===== src/sv/event_timer_table_assert.svh =====
// Assertion macros for the event timer table.
// Used by the top level only; expects i_clk and i_rst_n in scope.
`ifndef EVENT_TIMER_TABLE_ASSERT_SVH
`define EVENT_TIMER_TABLE_ASSERT_SVH
`ifndef SYNTHESIS
`define ETT_ASSERT_NOW(lbl, ante, cons) \
    lbl: assert property (@(posedge i_clk) disable iff (!i_rst_n) (ante) |-> (cons)) \
        else $error("event_timer_table: assertion failed");
`define ETT_ASSERT_NEXT(lbl, ante, cons) \
    lbl: assert property (@(posedge i_clk) disable iff (!i_rst_n) (ante) |=> (cons)) \
        else $error("event_timer_table: assertion failed");
`else
`define ETT_ASSERT_NOW(lbl, ante, cons)
`define ETT_ASSERT_NEXT(lbl, ante, cons)
`endif
`endif


===== src/sv/etmr_pkg.sv =====
// Shared widths, command codes and result kinds of the event timer table.
// No dependencies.
package etmr_pkg;
    localparam int OP_W   = 2;
    localparam int SLOT_W = 4;
    localparam int TIME_W = 64;
    localparam int KIND_W = 2;

    typedef logic [OP_W-1:0]   t_op;
    typedef logic [KIND_W-1:0] t_kind;

    localparam t_op OP_REG   = 2'd0;
    localparam t_op OP_UNREG = 2'd1;
    localparam t_op OP_SCHED = 2'd2;
    localparam t_op OP_TICK  = 2'd3;

    localparam t_kind KIND_REPLY = 2'd0;
    localparam t_kind KIND_FIRED = 2'd1;
    localparam t_kind KIND_DONE  = 2'd2;
endpackage


===== src/sv/etmr_cmd_if.sv =====
// Command channel of the event timer table: valid/ready plus command fields.
// Depends on etmr_pkg.
interface etmr_cmd_if;
    import etmr_pkg::*;
    logic              valid;
    logic              ready;
    logic [OP_W-1:0]   op;
    logic [SLOT_W-1:0] slot;
    logic [TIME_W-1:0] time_value;

    modport source (output valid, output op, output slot, output time_value, input ready);
    modport sink   (input valid, input op, input slot, input time_value, output ready);
endinterface


===== src/sv/etmr_res_if.sv =====
// Result channel of the event timer table: valid/ready plus result fields.
// Depends on etmr_pkg.
interface etmr_res_if;
    import etmr_pkg::*;
    logic              valid;
    logic              ready;
    logic [KIND_W-1:0] kind;
    logic              ok;
    logic [SLOT_W-1:0] fired_slot;
    logic [TIME_W-1:0] fired_time;
    logic              last;

    modport source (output valid, output kind, output ok, output fired_slot,
                    output fired_time, output last, input ready);
    modport sink   (input valid, input kind, input ok, input fired_slot,
                    input fired_time, input last, output ready);
endinterface


===== src/sv/event_timer_table.sv =====
// Event timer table top level: command sequencer, slot flags, output register.
// Depends on etmr_pkg, etmr_cmd_if, etmr_res_if, etmr_ram, event_timer_table_assert.svh.
//
//  channel  | dir | fields                                   | results
//  ---------+-----+------------------------------------------+-------------------------
//  i_cmd    | in  | op, slot, time_value                     | -
//  o_res    | out | kind, ok, fired_slot, fired_time, last   | 1 per command, 1..17 per tick
//
// Register and schedule pass through accept, execute and reply.
// Unregister compacts the order list one entry at a time through the order RAM port, then
// replies. A tick walks the list: each list entry needs an order RAM read, a due-time RAM
// read and one shared 64-bit compare.
// Reset clears flags and list length at once; no clearing pass. A stalled result holds the
// sequencer in place; a new command is taken only when the sequencer is idle.
module event_timer_table #(
    parameter int SLOTS = 16
) (
    input  logic          i_clk,
    input  logic          i_rst_n,
    etmr_cmd_if.sink      i_cmd,
    etmr_res_if.source    o_res
);
    import etmr_pkg::*;

    localparam int SW = (SLOTS > 1) ? $clog2(SLOTS) : 1;
    localparam int LW = $clog2(SLOTS + 1);

    localparam logic [2:0] S_IDLE  = 3'd0;
    localparam logic [2:0] S_EXEC  = 3'd1;
    localparam logic [2:0] S_REPLY = 3'd2;
    localparam logic [2:0] S_TA    = 3'd3;
    localparam logic [2:0] S_TB    = 3'd4;
    localparam logic [2:0] S_TC    = 3'd5;
    localparam logic [2:0] S_UA    = 3'd6;
    localparam logic [2:0] S_UB    = 3'd7;

    logic [2:0]        r_state, n_state;
    t_op               r_op, n_op;
    logic [SLOT_W-1:0] r_slot, n_slot;
    logic [TIME_W-1:0] r_time, n_time;
    logic              r_ok, n_ok;
    logic [SLOTS-1:0]  r_reg, n_reg;
    logic [SLOTS-1:0]  r_armed, n_armed;
    logic [LW-1:0]     r_len, n_len;
    logic [LW-1:0]     r_i, n_i;
    logic [LW-1:0]     r_j, n_j;

    logic              r_ov, n_ov;
    t_kind             r_o_kind, n_o_kind;
    logic              r_o_ok, n_o_ok;
    logic [SLOT_W-1:0] r_o_slot, n_o_slot;
    logic [TIME_W-1:0] r_o_time, n_o_time;
    logic              r_o_last, n_o_last;

    logic              ord_we;
    logic [SW-1:0]     ord_waddr;
    logic [SW-1:0]     ord_wdata;
    logic [SW-1:0]     ord_rdata;
    logic              due_we;
    logic [TIME_W-1:0] due_rdata;

    logic [SW+SLOT_W-1:0] slot_ext;
    logic [SW-1:0]        idx;
    logic                 slot_ok;
    logic [SW+SLOT_W-1:0] fired_ext;
    logic                 out_free;
    logic                 hit;

    assign slot_ext  = {{SW{1'b0}}, r_slot};
    assign idx       = slot_ext[SW-1:0];
    assign slot_ok   = ({{LW{1'b0}}, r_slot} < (LW + SLOT_W)'(SLOTS));
    assign fired_ext = {{SLOT_W{1'b0}}, ord_rdata};
    assign out_free  = !r_ov || o_res.ready;
    // shared compare: armed flag and due time of the list entry under the walker
    assign hit       = r_armed[ord_rdata] && (due_rdata == r_time);

    etmr_ram #(.WIDTH(SW), .DEPTH(SLOTS)) u_order (
        .i_clk   (i_clk),
        .i_we    (ord_we),
        .i_waddr (ord_waddr),
        .i_wdata (ord_wdata),
        .i_raddr (r_i[SW-1:0]),
        .o_rdata (ord_rdata)
    );

    etmr_ram #(.WIDTH(TIME_W), .DEPTH(SLOTS)) u_due (
        .i_clk   (i_clk),
        .i_we    (due_we),
        .i_waddr (idx),
        .i_wdata (r_time),
        .i_raddr (ord_rdata),
        .o_rdata (due_rdata)
    );

    always_comb begin
        n_state  = r_state;
        n_op     = r_op;
        n_slot   = r_slot;
        n_time   = r_time;
        n_ok     = r_ok;
        n_reg    = r_reg;
        n_armed  = r_armed;
        n_len    = r_len;
        n_i      = r_i;
        n_j      = r_j;
        n_ov     = r_ov && !o_res.ready;
        n_o_kind = r_o_kind;
        n_o_ok   = r_o_ok;
        n_o_slot = r_o_slot;
        n_o_time = r_o_time;
        n_o_last = r_o_last;
        ord_we    = 1'b0;
        ord_waddr = r_len[SW-1:0];
        ord_wdata = idx;
        due_we    = 1'b0;

        case (r_state)
            S_IDLE: begin
                if (i_cmd.valid) begin
                    n_op    = i_cmd.op;
                    n_slot  = i_cmd.slot;
                    n_time  = i_cmd.time_value;
                    n_state = S_EXEC;
                end
            end
            S_EXEC: begin
                n_ok    = 1'b0;
                n_state = S_REPLY;
                case (r_op)
                    OP_REG: begin
                        if (slot_ok && !r_reg[idx] && (r_len < LW'(SLOTS))) begin
                            // append to the end of the order list
                            ord_we       = 1'b1;
                            n_len        = r_len + LW'(1);
                            n_reg[idx]   = 1'b1;
                            n_armed[idx] = 1'b0;
                            n_ok         = 1'b1;
                        end
                    end
                    OP_UNREG: begin
                        if (slot_ok && r_reg[idx]) begin
                            n_i     = '0;
                            n_j     = '0;
                            n_state = S_UA;
                        end
                    end
                    OP_SCHED: begin
                        if (slot_ok && r_reg[idx]) begin
                            due_we       = 1'b1;
                            n_armed[idx] = 1'b1;
                            n_ok         = 1'b1;
                        end
                    end
                    default: begin
                        n_i     = '0;
                        n_state = S_TA;
                    end
                endcase
            end
            S_REPLY: begin
                if (out_free) begin
                    n_ov     = 1'b1;
                    n_o_kind = KIND_REPLY;
                    n_o_ok   = r_ok;
                    n_o_slot = r_slot;
                    n_o_time = '0;
                    n_o_last = 1'b1;
                    n_state  = S_IDLE;
                end
            end
            S_TA: begin
                if (r_i == r_len) begin
                    if (out_free) begin
                        n_ov     = 1'b1;
                        n_o_kind = KIND_DONE;
                        n_o_ok   = 1'b1;
                        n_o_slot = '0;
                        n_o_time = '0;
                        n_o_last = 1'b1;
                        n_state  = S_IDLE;
                    end
                end else begin
                    n_state = S_TB;
                end
            end
            S_TB: begin
                n_state = S_TC;
            end
            S_TC: begin
                if (hit) begin
                    // hold the entry until the result register frees up
                    if (out_free) begin
                        n_ov               = 1'b1;
                        n_o_kind           = KIND_FIRED;
                        n_o_ok             = 1'b1;
                        n_o_slot           = fired_ext[SLOT_W-1:0];
                        n_o_time           = due_rdata;
                        n_o_last           = 1'b0;
                        n_armed[ord_rdata] = 1'b0;
                        n_i                = r_i + LW'(1);
                        n_state            = S_TA;
                    end
                end else begin
                    n_i     = r_i + LW'(1);
                    n_state = S_TA;
                end
            end
            S_UA: begin
                if (r_i == r_len) begin
                    n_len      = r_j;
                    n_reg[idx] = 1'b0;
                    n_ok       = 1'b1;
                    n_state    = S_REPLY;
                end else begin
                    n_state = S_UB;
                end
            end
            S_UB: begin
                // close the gap: copy every other entry down to the write index
                if (ord_rdata != idx) begin
                    ord_we    = 1'b1;
                    ord_waddr = r_j[SW-1:0];
                    ord_wdata = ord_rdata;
                    n_j       = r_j + LW'(1);
                end
                n_i     = r_i + LW'(1);
                n_state = S_UA;
            end
            default: begin
                n_state = S_IDLE;
            end
        endcase
    end

    always_ff @(posedge i_clk) begin
        if (!i_rst_n) begin
            r_state <= S_IDLE;
            r_reg   <= '0;
            r_armed <= '0;
            r_len   <= '0;
            r_ov    <= 1'b0;
        end else begin
            r_state <= n_state;
            r_reg   <= n_reg;
            r_armed <= n_armed;
            r_len   <= n_len;
            r_ov    <= n_ov;
        end
        r_op     <= n_op;
        r_slot   <= n_slot;
        r_time   <= n_time;
        r_ok     <= n_ok;
        r_i      <= n_i;
        r_j      <= n_j;
        r_o_kind <= n_o_kind;
        r_o_ok   <= n_o_ok;
        r_o_slot <= n_o_slot;
        r_o_time <= n_o_time;
        r_o_last <= n_o_last;
    end

    assign i_cmd.ready      = (r_state == S_IDLE);
    assign o_res.valid      = r_ov;
    assign o_res.kind       = r_o_kind;
    assign o_res.ok         = r_o_ok;
    assign o_res.fired_slot = r_o_slot;
    assign o_res.fired_time = r_o_time;
    assign o_res.last       = r_o_last;

`include "event_timer_table_assert.svh"

    `ETT_ASSERT_NOW(a_len_matches_flags, 1'b1, $countones(r_reg) == r_len)
    `ETT_ASSERT_NEXT(a_accept_starts_exec, i_cmd.valid && i_cmd.ready, r_state == S_EXEC)
    `ETT_ASSERT_NEXT(a_hit_fires, (r_state == S_TC) && hit && out_free,
                     o_res.valid && (o_res.kind == KIND_FIRED) && !o_res.last)
endmodule


===== src/sv/etmr_ram.sv =====
// Simple dual-port RAM: one write port, one read port with registered data.
// No dependencies.
module etmr_ram #(
    parameter int WIDTH = 64,
    parameter int DEPTH = 16
) (
    input  logic                                  i_clk,
    input  logic                                  i_we,
    input  logic [((DEPTH > 1) ? $clog2(DEPTH) : 1)-1:0] i_waddr,
    input  logic [WIDTH-1:0]                      i_wdata,
    input  logic [((DEPTH > 1) ? $clog2(DEPTH) : 1)-1:0] i_raddr,
    output logic [WIDTH-1:0]                      o_rdata
);
    logic [WIDTH-1:0] r_mem [DEPTH];
    logic [WIDTH-1:0] r_rdata;

    always_ff @(posedge i_clk) begin
        if (i_we) begin
            r_mem[i_waddr] <= i_wdata;
        end
        r_rdata <= r_mem[i_raddr];
    end

    assign o_rdata = r_rdata;
endmodule


===== src/flat_wrapper.sv =====
// flat-port wrapper written by rule: the top's interface ports become plain ports
module event_timer_table_flat import etmr_pkg::*;
#(
    parameter int SLOTS = 16
)
  (i_clk, i_rst_n, i_cmd_valid, i_cmd_op, i_cmd_slot, i_cmd_time_value, i_cmd_ready, o_res_valid, o_res_kind, o_res_ok, o_res_fired_slot, o_res_fired_time, o_res_last, o_res_ready);
  etmr_cmd_if i_cmd_i ();
  etmr_res_if o_res_i ();
  input  logic i_clk;
  input  logic i_rst_n;
  input wire logic [$bits(i_cmd_i.valid)-1:0] i_cmd_valid;
  input wire logic [$bits(i_cmd_i.op)-1:0] i_cmd_op;
  input wire logic [$bits(i_cmd_i.slot)-1:0] i_cmd_slot;
  input wire logic [$bits(i_cmd_i.time_value)-1:0] i_cmd_time_value;
  output wire logic [$bits(i_cmd_i.ready)-1:0] i_cmd_ready;
  output wire logic [$bits(o_res_i.valid)-1:0] o_res_valid;
  output wire logic [$bits(o_res_i.kind)-1:0] o_res_kind;
  output wire logic [$bits(o_res_i.ok)-1:0] o_res_ok;
  output wire logic [$bits(o_res_i.fired_slot)-1:0] o_res_fired_slot;
  output wire logic [$bits(o_res_i.fired_time)-1:0] o_res_fired_time;
  output wire logic [$bits(o_res_i.last)-1:0] o_res_last;
  input wire logic [$bits(o_res_i.ready)-1:0] o_res_ready;
  assign i_cmd_i.valid = i_cmd_valid;
  assign i_cmd_i.op = i_cmd_op;
  assign i_cmd_i.slot = i_cmd_slot;
  assign i_cmd_i.time_value = i_cmd_time_value;
  assign i_cmd_ready = i_cmd_i.ready;
  assign o_res_valid = o_res_i.valid;
  assign o_res_kind = o_res_i.kind;
  assign o_res_ok = o_res_i.ok;
  assign o_res_fired_slot = o_res_i.fired_slot;
  assign o_res_fired_time = o_res_i.fired_time;
  assign o_res_last = o_res_i.last;
  assign o_res_i.ready = o_res_ready;
  event_timer_table #(.SLOTS(SLOTS)) u_core (.i_clk(i_clk), .i_rst_n(i_rst_n), .i_cmd(i_cmd_i), .o_res(o_res_i));
endmodule

===== config.mk =====
export PLATFORM = sky130hd
export DESIGN_NAME = event_timer_table_flat
export DESIGN_NICKNAME = d
export VERILOG_FILES = /design/src/sv/etmr_pkg.sv /design/src/sv/etmr_cmd_if.sv /design/src/sv/etmr_res_if.sv /design/src/sv/event_timer_table.sv /design/src/sv/etmr_ram.sv /design/src/flat_wrapper.sv
export VERILOG_INCLUDE_DIRS = /design/src /design/src/sv
export SDC_FILE = /design/constraint.sdc
export NUM_CORES = 1
export LEC_CHECK = 0
export ABC_CLOCK_PERIOD_IN_PS = 15150
export BUFFER_PORTS_ARGS = -buffer_cell sky130_fd_sc_hd__buf_2
export CORE_MARGIN = 10
export CORE_UTILIZATION = 50
export CTS_CLUSTER_DIAMETER = 150
export DETAILED_ROUTE_END_ITERATION = 10
export PLACE_DENSITY = 0.66
export SYNTH_ARGS = -nofsm -noshare
export SYNTH_HDL_FRONTEND = slang
export SYNTH_SLANG_ARGS = --single-unit

===== constraint.sdc =====
create_clock -name i_clk -period 15.15 [get_ports i_clk]
set_input_delay 1.515 -clock i_clk [delete_from_list [all_inputs] [get_ports i_clk]]
set_output_delay 1.515 -clock i_clk [all_outputs]
set_load 0.05 [all_outputs]

Word level (Yosys, flattened, before mapping)
Memories as Yosys holds them, arrays and structs flattened. A register that Yosys moved wholly into a read port is not among the register bits. Cells that the tools add are included.

Output and inout port bits: 74. Flip-flop bits (word level): 194. Memories: 2. RAM bits: 1088.

Order comparisons: 5. Add/subtract/negate cells: 3. Eq/ne operators: 30. Bitwise logic cells: 7. Muxes and demuxes: 88. Reduce and logical (&&, ||, !) cells: 27.

Memories: u_core.u_due.r_mem (depth 16, width 64, read ports 1, clocked after Yosys merged registers in 1, write ports 1, line etmr_ram.sv:14) `logic [WIDTH-1:0] r_mem [DEPTH];`; u_core.u_order.r_mem (depth 16, width 4, read ports 1, clocked after Yosys merged registers in 1, write ports 1, line etmr_ram.sv:14).

Operators with widths (number): $mux 64 (4); $pmux 64 s3 (1); $mux 16 (7); $pmux 16 s2 (3); $eq 64x64->1 (1); $and 16x16->16 (3); $mux 5 (8); $mux 4 (9); $not 16->16 (2); $or 16x16->16 (2); $pmux 5 s2 (3); $mux 1 (26); $pmux 3 s8 (1); $mux 3 (7); $reduce_and 4->1 (5); $ne 2x1->1 const B (9); $add 5x1->5 const B (3); $ne 3x2->1 const B (5); $pmux 5 s3 (1); $eq 3x3->1 const B (4); $pmux 4 s3 (1); $reduce_and 6->1 (2); $lt 4x5->1 const B (2); $mux 2 (5); 24 further kinds (46).

Longest topological paths before layout
Depth in word-level cells: 9. Gate-level depth with buffers: 9.

By module
A second synthesis with hierarchy kept.

Cell total of the unflattened synthesis: 2520. Area, all modules: 51339.2 um^2.

Modules (own cells, without submodules): etmr_ram at u_core.u_due (instances 1, cells each 1647, area each 39581.7 um^2, seq. area each 32030.7 um^2); event_timer_table (instances 1, cells each 743, area each 9091.2 um^2, seq. area each 5415.2 um^2); etmr_ram at u_core.u_order (instances 1, cells each 130, area each 2666.3 um^2, seq. area each 2001.9 um^2).

Worst setup path after synthesis
OpenSTA, ideal clock, no wires.

Path type: reg-to-reg. From: reg u_core.r_time[54]. To: reg u_core.r_o_time[0] (netlist: u_core.o_res.fired_time[0]) (enable). Data required time: 14664 ps. Data arrival time: 4963 ps. Setup time: 486 ps. Slack: 9701 ps. Period minus slack after synthesis: 5449 ps. Stages on the path, launching flop included: 8. Cell sequence: edfxtp_1 > xor2_1 > or4_1 > or4b_1 > nor4_1 > and4_1 > nor2_1 > nor2_1.

Longest elaborated chain between the ends: 4.

Ends and longest elaborated chain: start, declared (line event_timer_table.sv:40) `logic [TIME_W-1:0] r_time, n_time;`; start signal, assigned (line event_timer_table.sv:251) `r_time <= n_time;`; $eq 64x64->1 (line event_timer_table.sv:75) `assign hit = r_armed[ord_rdata] && (due_rdata == r_time);`; $logic_and 1x1->1 (line event_timer_table.sv:75); $ne 2x1->1 (no line); $reduce_and 4->1 (no line); end signal, assigned (line event_timer_table.sv:258) `r_o_time <= n_o_time;`; end, declared (line event_timer_table.sv:52) `logic [TIME_W-1:0] r_o_time, n_o_time;`.

No other way between the ends. A chain may end at the register's enable or synchronous reset.

Worst setup path in the final report
From: reg u_core.r_slot[2] (netlist: u_core.idx[2]). To: mem u_core.u_due.r_mem[7][27] (enable).

Longest elaborated chain between the ends: 7.

Ends and longest elaborated chain: start, declared (line event_timer_table.sv:39) `logic [SLOT_W-1:0] r_slot, n_slot;`; start signal, assigned (line event_timer_table.sv:250) `r_slot <= n_slot;`; $bmux 1 s4 (line event_timer_table.sv:148) `if (slot_ok && r_reg[idx]) begin`; $mux 1 (implied by the code) (line event_timer_table.sv:148); $mux 1 (line event_timer_table.sv:148); $mux 1 (line event_timer_table.sv:129) `case (r_op)`; $mux 1 (line event_timer_table.sv:117) `case (r_state)`; $mux 1 (line etmr_ram.sv:18) `if (i_we) begin`; $mux 1 (implied by the code) (line etmr_ram.sv:19) `r_mem[i_waddr] <= i_wdata;`; end, declared (line etmr_ram.sv:14).

Parallel ways exist; a longest one is shown, timed or not. The select of a mux whose other input is x is not followed.

==> key figures <==
Clocking
  – Hold bufs inserted after CTS: 0
  – Num CTS Buffers: 137
  – Clock-pin slew on the worst setup and hold paths: 0.05 ns
  – Setup Buffers After CTS: 0
  – CTS root buffer: clkbuf_16
  – TritonCTS clock tree: built
  – Sink Count: between 1000 and 1500
  – Clock buffer depth: 3
  – Post-CTS sizing: 0
  – Worst skew pair latency: 0.75 ns
  – H-tree Lvls: 4

Worst setup path
  – CP Launch Type: flop
  – Worst Path Arrival: between 5 and 6 ns
  – Worst path cell trace: mux4_2 > a22oi_1 > and3_1 > nand2b_1 > or3b_2 > nor2_4 > buf_4
  – Peak fanout along the critical path: 38
  – CP max stage cell: nor2_4
  – Worst path max stage delay: 1.04 ns
  – Worst Setup End Kind: flop
  – Critical path type: reg -> reg
  – Critical Path RT: around 16 ns

Global route
  – Vias in the first global route: roughly 26000
  – Largest net degree at the start of global routing: 114
  – Total Routing Usage GR: 0.2051
  – Initial antenna violation count: 3
  – First-pass GRT wire length: 175000 um
  – Congestion Overflow GR: 0

Synthesis
  – Post-synthesis average cell area: 21.35 um2
  – Post-synth EDFFs: 1241
  – Post-synthesis sequential area ratio: 0.7693
  – Warnings, synthesis: 0
  – Post-synth top area cell: edfxtp_1
  – Gate Count Post-Synth: between 2000 and 2500
  – Seq cells post-synth: 1350
  – Top-area cell type share of the netlist area: 0.7267
  – Post-Syn Area: a little over 50000 um2
  – Top FF cell, synth: edfxtp_1
  – Distinct cells, synth: 59
  – Area contributors post-synth: edfxtp_1 73%, mux4_2 15%, dfxtp_1 4.3%
  – Fraction of registers with async set/reset: 0
  – Count leader, synth: edfxtp_1
  – Synth cell count leaders: 1241 x edfxtp_1, 336 x mux4_2, 109 x dfxtp_1, 82 x clkbuf_1, 82 x nor2_1
  – Net count after synthesis: 2479

Timing
  – Fmax achieved: 0.2050 GHz
  – Layout Skew: 0.02063 ns
  – Unrepaired setup endpoints after global routing: false
  – Final Cycle Share: 0.3221
  – Tightest Pin Transition: 1.332 ns
  – Endpoints failing hold: 0
  – Slew Limit Fails: 0
  – Worst relative slew slack: 0.1120
  – Setup violators final: 0
  – Final worst path period need: roughly 5 ns
  – Fin Setup TNS: 0 ns

Route
  – DRT Wirelength: 118700 um
  – Initial DRT Pass Iterations: 7
  – Remaining antenna violation count: 0
  – DR DRC count: 0
  – Wire length per cell: 29.07 um
  – Initial drt markers: 2743
  – Via count: 24710
  – DR vias/cell: slightly above 6

Floorplan
  – Chip width: 340.2 um
  – Initial Util: 0.5040
  – Die Area: 115800 um2
  – CORE AREA: 101700 um2
  – I/O Pins: about 150
  – Row cnt: 117
  – Die span in y: 340.2 um

Placement
  – Placer Congestion: 0.8718
  – Buffers on Ports: between 100 and 150
  – HPWL after DPL: 66670 um
  – Placed cell areas: around 54000 um2

Power
  – Sequential Power Share: 0.509
  – Internal: 6.678 mW
  – Net Sw Power: 2.322 mW
  – Leak Pwr: 18.70 nW
  – Switching share of power: 0.2580
  – Peak supply drop: 0.1040 mV
  – Comb pwr share: 0.125
  – PD cells: 155.0 nW/um2
  – Total power: 9.000 mW
  – Clk pwr share: 0.366

Cells and area
  – Layout area overhead: 13.24%
  – Final #Nets: 2678
  – N_diodes: 0
  – Finished layout cell area: between 50000 and 60000 um2
  – Ratio of cells with drive above 1 in the final layout: 0.2788

Min path
  – Hold/Removal Path Class: reg -> reg

Job
  – Number of max-cap violations: 0

Status
  – Status: finished clean
routing by layer:
metal / GRT usage / part of all wire / up-vias
li1: - / - / 10340
met3: 0.04141 / 0.077 / 200
met2: 0.3312 / 0.49 / 1149
met4: 0.06208 / 0.026 / 2
met1: 0.2820 / 0.40 / 13010
met5: 0 / 0.000084 / -
flip-flops by register name (all words and copies together), names as in the netlist, 2 cells and up, named ones only:
| signal | flops |
|---|---|
| u_core.u_due.r_mem | 1024 |
| u_core.o_res.fired_time | 64 |
| u_core.r_time | 64 |
| u_core.u_due.o_rdata | 64 |
| u_core.u_order.r_mem | 64 |
| u_core.r_i | 5 |
| u_core.r_j | 5 |
| u_core.r_len | 5 |
| u_core.idx | 4 |
| u_core.o_res.fired_slot | 4 |
| u_core.u_order.o_rdata | 4 |
| u_core.r_state | 3 |
| u_core.o_res.kind | 2 |
| u_core.r_op | 2 |
cell type report:
type	count	area [um2]
Inverter	11	41.29
Tap cell	1368	1712
Sequential cell	1350	39460
Fill cell	7408	43670
Timing Repair Buffer	183	1018
Clock inverter	58	624.3
Clock buffer	195	3779
Multi-Input combinational cell	918	11430
worst max-delay path, delay by kind of cell, from the launching register on:
kind	cells	cell delay (ns)
flops	1	0.84
compound gates	1	0.08
simple gates	4	2.34
buf+inv	1	0.78
mux	1	0.38
stage by stage:
step                setup WS (ns)  hold WS [ns]    util  std cells
floorplan                   9.701        0.4913       -       2402
global placement            10.28        0.5016  0.5275       3830
detailed placement          10.23        0.5141  0.5275       3830
CTS                         10.20        0.5188  0.5707       4083
global route                10.02        0.5431  0.5707       4083
finish                      10.27        0.5164  0.5707       4083
kinds of logic (layout without fill, tap and decap cells):
logic type,Yosys count,after routing,share of synthesized area
and+or+nand+nor,326,326,0.03301
AOI/OAI and AO/OA,150,150,0.02059
xor gates and xnor gates,79,79,0.01349
buffers and inverters,134,447,0.01032
adders and majority gates,3,3,0.0007321
DFF,1350,1350,0.7693
muxes,360,360,0.1526
worst paths after layout:
| kind | start | end | slack (ns) | depth (start not counted) |
|---|---|---|---|---|
| hold / removal | flop | flop | 0.52 | 2 |
| setup reg to reg | u_core.idx[2] | u_core.u_due.r_mem[7][27] | 10.27 | 7 |
| hold reg to reg | flop | flop | 0.52 | 2 |
| setup / recovery | u_core.idx[2] | u_core.u_due.r_mem[7][27] | 10.27 | 7 |
placed cells by master, fill, tap and decap left out, types with 18 or more instances in the layout:
master	count
nor4_1	18
nor2_1	65
dfxtp_1	105
clkbuf_1	47
buf_4	35
a21oi_1	46
xor2_1	50
edfxtp_1	1241
clkbuf_16	139
xnor2_1	29
clkinv_2	19
nand2_1	62
nand3_1	24
buf_2	147
nor2_4	19
and2_1	66
mux4_2	336
power by group through the flow:
stage / registers (mW) / logic (mW) / clock network [mW]
3_3_place_gp: 4.64 / 1.13 / 0
3_5_place_dp: 4.65 / 1.14 / 0
5_1_grt: 4.60 / 1.19 / 3.51
4_1_cts: 4.58 / 1.14 / 3.35
6_report: 4.58 / 1.13 / 3.29
2_1_floorplan: 4.59 / 0.732 / 0
(Power assumes the default switching activity.)
